## src/sv/bis_pkg.sv

```systemverilog
// shared types, register indexes and arithmetic helpers for the bilinear scaler
// no dependencies
`timescale 1ns / 1ps

package bis_pkg;

  localparam int unsigned DEF_MAX_SRC_WIDTH  = 256;
  localparam int unsigned DEF_MAX_SRC_HEIGHT = 256;
  localparam int unsigned DEF_MAX_DEST_SIZE  = 4096;

  localparam int unsigned CFG_IDX_W  = 3;
  localparam int unsigned CFG_DATA_W = 13;

  localparam logic [CFG_IDX_W-1:0] REG_SRC_WIDTH   = 3'd0;
  localparam logic [CFG_IDX_W-1:0] REG_SRC_HEIGHT  = 3'd1;
  localparam logic [CFG_IDX_W-1:0] REG_DEST_WIDTH  = 3'd2;
  localparam logic [CFG_IDX_W-1:0] REG_DEST_HEIGHT = 3'd3;
  localparam logic [CFG_IDX_W-1:0] REG_SCALE_MODE  = 3'd4;
  localparam logic [CFG_IDX_W-1:0] REG_PIXEL_DEPTH = 3'd5;
  localparam logic [CFG_IDX_W-1:0] REG_SHARP       = 3'd6;

  localparam logic OP_WRITE = 1'b0;
  localparam logic OP_READ  = 1'b1;

  localparam logic MODE_NEAREST  = 1'b0;
  localparam logic MODE_BILINEAR = 1'b1;

  localparam logic STATUS_OK    = 1'b0;
  localparam logic STATUS_RANGE = 1'b1;

  localparam logic [2:0] DEPTH_THREE = 3'd3;

  localparam logic [7:0]  Q8_ONE      = 8'd255;
  localparam logic [15:0] Q8_HALF     = 16'd128;
  localparam int unsigned FRAC_SCALE  = 510;

  typedef enum logic [3:0] {
    ST_IDLE,
    ST_MUL,
    ST_DIV,
    ST_FRAC,
    ST_READ,
    ST_DRAIN,
    ST_VERT,
    ST_SHARP,
    ST_OUT
  } state_e;

  typedef struct packed {
    logic       start;
    logic       done;
  } div_ctrl_t;

  // (a*(255-f) + b*f + 128) >> 8
  function automatic logic [7:0] blend8(logic [7:0] a, logic [7:0] b, logic [7:0] f);
    logic [15:0] acc;
    acc = 16'(a) * 16'(Q8_ONE - f) + 16'(b) * 16'(f) + Q8_HALF;
    return acc[15:8];
  endfunction

  // b + (b*k>>8) - (pn*k>>9), clamped to a byte
  function automatic logic [7:0] sharpen8(logic [7:0] b, logic [8:0] pn, logic [7:0] k);
    logic [15:0]        bk;
    logic [16:0]        pk;
    logic signed [10:0] s;
    bk = 16'(b) * 16'(k);
    pk = 17'(pn) * 17'(k);
    s  = $signed({3'b000, b}) + $signed({3'b000, bk[15:8]}) - $signed({3'b000, pk[16:9]});
    if (s < 0) begin
      return 8'd0;
    end else if (s > 11'sd255) begin
      return 8'd255;
    end else begin
      return s[7:0];
    end
  endfunction

endpackage

```

## src/sv/bis_divider.sv

```systemverilog
// restoring divider, one quotient bit per cycle
// uses bis_pkg for the control struct
`timescale 1ns / 1ps

module bis_divider #(
  parameter int unsigned DV_W = 27,
  parameter int unsigned DS_W = 15
) (
  input  logic                    clk_i,
  input  logic                    rst_ni,
  input  bis_pkg::div_ctrl_t      ctrl_i,
  input  logic [DV_W-1:0]         dividend_i,
  input  logic [DS_W-1:0]         divisor_i,
  output bis_pkg::div_ctrl_t      ctrl_o,
  output logic [DV_W-1:0]         quot_o,
  output logic [DS_W-1:0]         rem_o
);
  import bis_pkg::*;

  localparam int unsigned CW = $clog2(DV_W);

  logic            busy_q;
  logic [CW-1:0]   cnt_q;
  logic [DV_W-1:0] quot_q;
  logic [DS_W:0]   rem_q;
  logic [DS_W-1:0] div_q;
  logic            done_q;
  logic [DS_W:0]   trial;
  logic            fits;

  assign trial = {rem_q[DS_W-1:0], quot_q[DV_W-1]};
  assign fits  = trial >= {1'b0, div_q};

  always_ff @(posedge clk_i or negedge rst_ni) begin
    if (!rst_ni) begin
      busy_q <= 1'b0;
      done_q <= 1'b0;
      cnt_q  <= '0;
    end else begin
      done_q <= 1'b0;
      if (ctrl_i.start) begin
        busy_q <= 1'b1;
        cnt_q  <= '0;
      end else if (busy_q) begin
        cnt_q <= cnt_q + 1'b1;
        if (cnt_q == CW'(DV_W - 1)) begin
          busy_q <= 1'b0;
          done_q <= 1'b1;
        end
      end
    end
  end

  always_ff @(posedge clk_i) begin
    if (ctrl_i.start) begin
      quot_q <= dividend_i;
      rem_q  <= '0;
      div_q  <= divisor_i;
    end else if (busy_q) begin
      quot_q <= {quot_q[DV_W-2:0], fits};
      rem_q  <= fits ? (trial - {1'b0, div_q}) : trial;
    end
  end

  assign ctrl_o.start = busy_q;
  assign ctrl_o.done  = done_q;
  assign quot_o       = quot_q;
  assign rem_o        = rem_q[DS_W-1:0];

endmodule

```

## config.mk

```make
export PLATFORM = sky130hd
export DESIGN_NAME = bis_divider
export DESIGN_NICKNAME = d
export VERILOG_FILES = /design/src/sv/bis_pkg.sv /design/src/sv/bis_divider.sv
export SDC_FILE = /design/constraint.sdc
export NUM_CORES = 1
export LEC_CHECK = 0
export BUFFER_PORTS_ARGS = -buffer_cell sky130_fd_sc_hd__buf_2
export CAP_MARGIN = 30
export CORE_MARGIN = 2
export CORE_UTILIZATION = 50
export DETAILED_ROUTE_END_ITERATION = 10
export GPL_ROUTABILITY_DRIVEN = 0
export PLACE_DENSITY = 0.83
export SYNTH_ARGS = -nofsm -noshare
export SYNTH_HDL_FRONTEND = slang
export SYNTH_SLANG_ARGS = --single-unit
```

## constraint.sdc

```tcl
create_clock -name clk_i -period 4.06 [get_ports clk_i]
set_input_delay 0.406 -clock clk_i [delete_from_list [all_inputs] [get_ports clk_i]]
set_output_delay 0.406 -clock clk_i [all_outputs]
set_load 0.05 [all_outputs]
```

==> reports/results.ini <==
[outcome]
status = complete, no violations

[grt]
grt_pass1_wl_mm = 12.6
grt_max_degree = 57
track_usage = 0.213
grt_pass1_vias = 2708
grt_remaining_overflow = 0
antenna_found_initial = 0

[cells_and_area]
fill_cells = 534
area_delta_synth_final_pct = 21.9
final_cell_area_um2 = 4270
postLayoutCoreUtil = 0.628
diodes = 0
nets = 457
drive_above_1_share = 0.372

[clocking]
post_cts_buffers = 0
cts-root-buf = clkbuf_8
cts_tree = done
cts_buffers = 9
clock_path_buffers = 2
cts-htree-levels = 3
clkTransAtPathRegs_ns = 0.08
cts_num_sinks = 64
cts_resized = 0
clk_latency_ns = 0.35

[yosys]
synthDistinctLibCells = 56
seq_area_frac_synth = 0.496
synth_area_um2 = 3500
synthDominantCellAreaShare = 0.360
postSynthCellCount = 307
synth_most_common_cell = edfxtp_1
synth_top_cells_by_count = edfxtp_1 (42), mux2_2 (27), inv_1 (18)
syn_nets = 371
synth-async-reset-ratio = 0.109
synth-main-ff-cell = edfxtp_1
synth.area.top_cells = edfxtp_1 (36%), mux2_2 (8.7%), dfxtp_1 (8.6%), ha_1 (6.1%), dfrtp_1 (5.0%)
synth_top_area_cell = edfxtp_1
synth_seq_cells = 64
synth_edf_count = 42
avgSynthCellArea_um2 = 11.4
yosys_warnings = 0

[floorplan]
initial_core_util = 0.515
die_x_um = 87.7
dieArea_um2 = 7690
coreArea_um2 = 6790
die_h_um = 87.7
ios = 90
rows = 30

[drt]
vias = 2765
antenna_left = 0
avgRoutedWirePerCell_um = 16.0
dr.pass1.iters = 4
drtIter0Drc = 143
route.detailed.drc = 0
wirelength_mm = 7.88
viasPerCell = 5.60

[setup_path]
regToRegSetupSlack_ns = 1.27
startpoint_type = flop
required_ns = 4.16
slowest_delay_ns = 0.48
cp_slowest_cell = nand2_1
worst-setup-path-type = reg -> reg
crit_path_cell_trace = ha_1, a21o_1, a211oi_1, nand3_1, nand2_1, nor2_1, mux2_2
reg2reg_depth = 7
cp_max_fo = 15
cp.arrival_ns = 2.89
end_kind = flop

[place]
post_dp_cell_area_um2 = 4010
io_buffer_count = 88
dp_hpwl_mm = 5.61

[timing]
tightest_slew_ns = 0.683
setup_violations = 0
finalHoldViolCount = 0
fin_skew_ns = 0.00768
min_period_ns = 2.79
rsz0062_at_grt = false
relSlewSlack = 0.545
period_share = 0.687
setup_tns_ns = 0
fmax_mhz = 358
slew_violations = 0

[pwr]
powerDensity_nw_per_um2 = 415
p_seq_frac = 0.432
p_leak_nw = 1.93
clockPowerShare = 0.394
switchingPower_uw = 509
power_frac_comb = 0.174
swShare = 0.287
fin_total_pwr_mw = 1.77
peakVddDrop_mv = 0.225
p_int_mw = 1.26

[flow_run]
maxCapViolCount = 0

[min_path]
worstHoldPathCells = 1
hold_path_class = in -> reg

==> final timing paths <==
check,to,from
worst max-delay path,quot_o[0],rem_q[12]
worst min-delay path,div_q[8],divisor_i[8]
worst max register to register,quot_o[0],rem_q[12]
worst min register to register,rem_q[5],rem_q[5]
max in group asynchronous,cnt_q[1],rst_ni
min in group asynchronous,cnt_q[0],rst_ni
==> worst max-delay path, delay by kind of cell, from the launching register on <==
kind	cells	cell delay [ns]
compound gates	2	0.65
fa+ha+maj	1	0.39
flops	1	0.35
simple gates	3	0.85
mux	1	0.30
==> repair_timing <==
| item | 4_1_cts | 5_1_grt |
|---|---|---|
| setup endpoints to repair | 0 | 0 |
| hold buffers | 1 | 0 |
| hold endpoints to repair | 7 | 0 |
==> flip-flops by register name, indices dropped and copies added, names as in the netlist <==
| register | cells |
|---|---|
| quot_o | 27 |
| div_q | 15 |
| rem_q | 15 |
| cnt_q | 5 |
| busy_q | 1 |
| done_q | 1 |
==> power by group through the flow <==
stage,registers [mW],clock network [mW],logic (mW)
after floorplan,0.884,0,0.121
after global placement,0.777,0,0.297
after detailed placement,0.780,0,0.305
after CTS,0.766,0.707,0.307
after global routing,0.771,0.737,0.331
final,0.766,0.699,0.307
==> final cells by class <==
cell class,instances,area [µm²],share of cell area
flip-flops and latches,64,1740,0.407
clock buffers,9,124,0.0290
repair buffers,93,488,0.114
inverters,19,71.3,0.0167
clock inverters,7,128,0.0299
well taps,96,120,0.0281
multi-input cells,206,1600,0.375
==> metal layers <==
metal | vias to the layer above | part of all wire | routed length [µm] | global-route usage
li1 | 1332 | - | - | -
met1 | 1315 | 0.41 | 3220 | 0.258
met2 | 101 | 0.51 | 4020 | 0.360
met3 | 17 | 0.061 | 479 | 0.0509
met4 | 0 | 0.022 | 170 | 0.0979
met5 | - | 0 | 0 | 0
==> cells in the final DEF (no fill, tap or decap), drive strengths merged, types with 4 or more instances in the layout <==
master,count
nor3,6
a21oi,8
o2111ai,4
ha,17
mux2,27
clkbuf,9
nand3,14
edfxtp,42
nor2,17
o211ai,5
dfrtp,7
a21o,9
dfxtp,15
nand2,14
a211oi,5
xor2,9
xnor2,4
a311oi,8
buf,92
nand4,6
and3,6
o21ai,15
inv,20
==> cell families (layout without fill, tap and decap cells) <==
kind of cell,Yosys count,after routing,share of synthesized area
AOI/OAI and AO/OA,73,73,0.160
xor gates and xnor gates,13,13,0.0325
adders and majority gates,18,18,0.0665
buffers and inverters,37,128,0.0472
DFF,64,64,0.496
muxes,27,27,0.0868
and+or+nand+nor,75,75,0.111
==> metrics by stage <==
step           hold WS (ns)  setup WS (ns)  instances
6_report              0.222           1.27        494
2_1_floorplan         0.110           1.24        307
3_5_place_dp          0.243           1.36        477
3_3_place_gp          0.245           1.44        476
5_1_grt               0.215           1.15        494
4_1_cts               0.219           1.33        494
(Power assumes the default switching activity.)
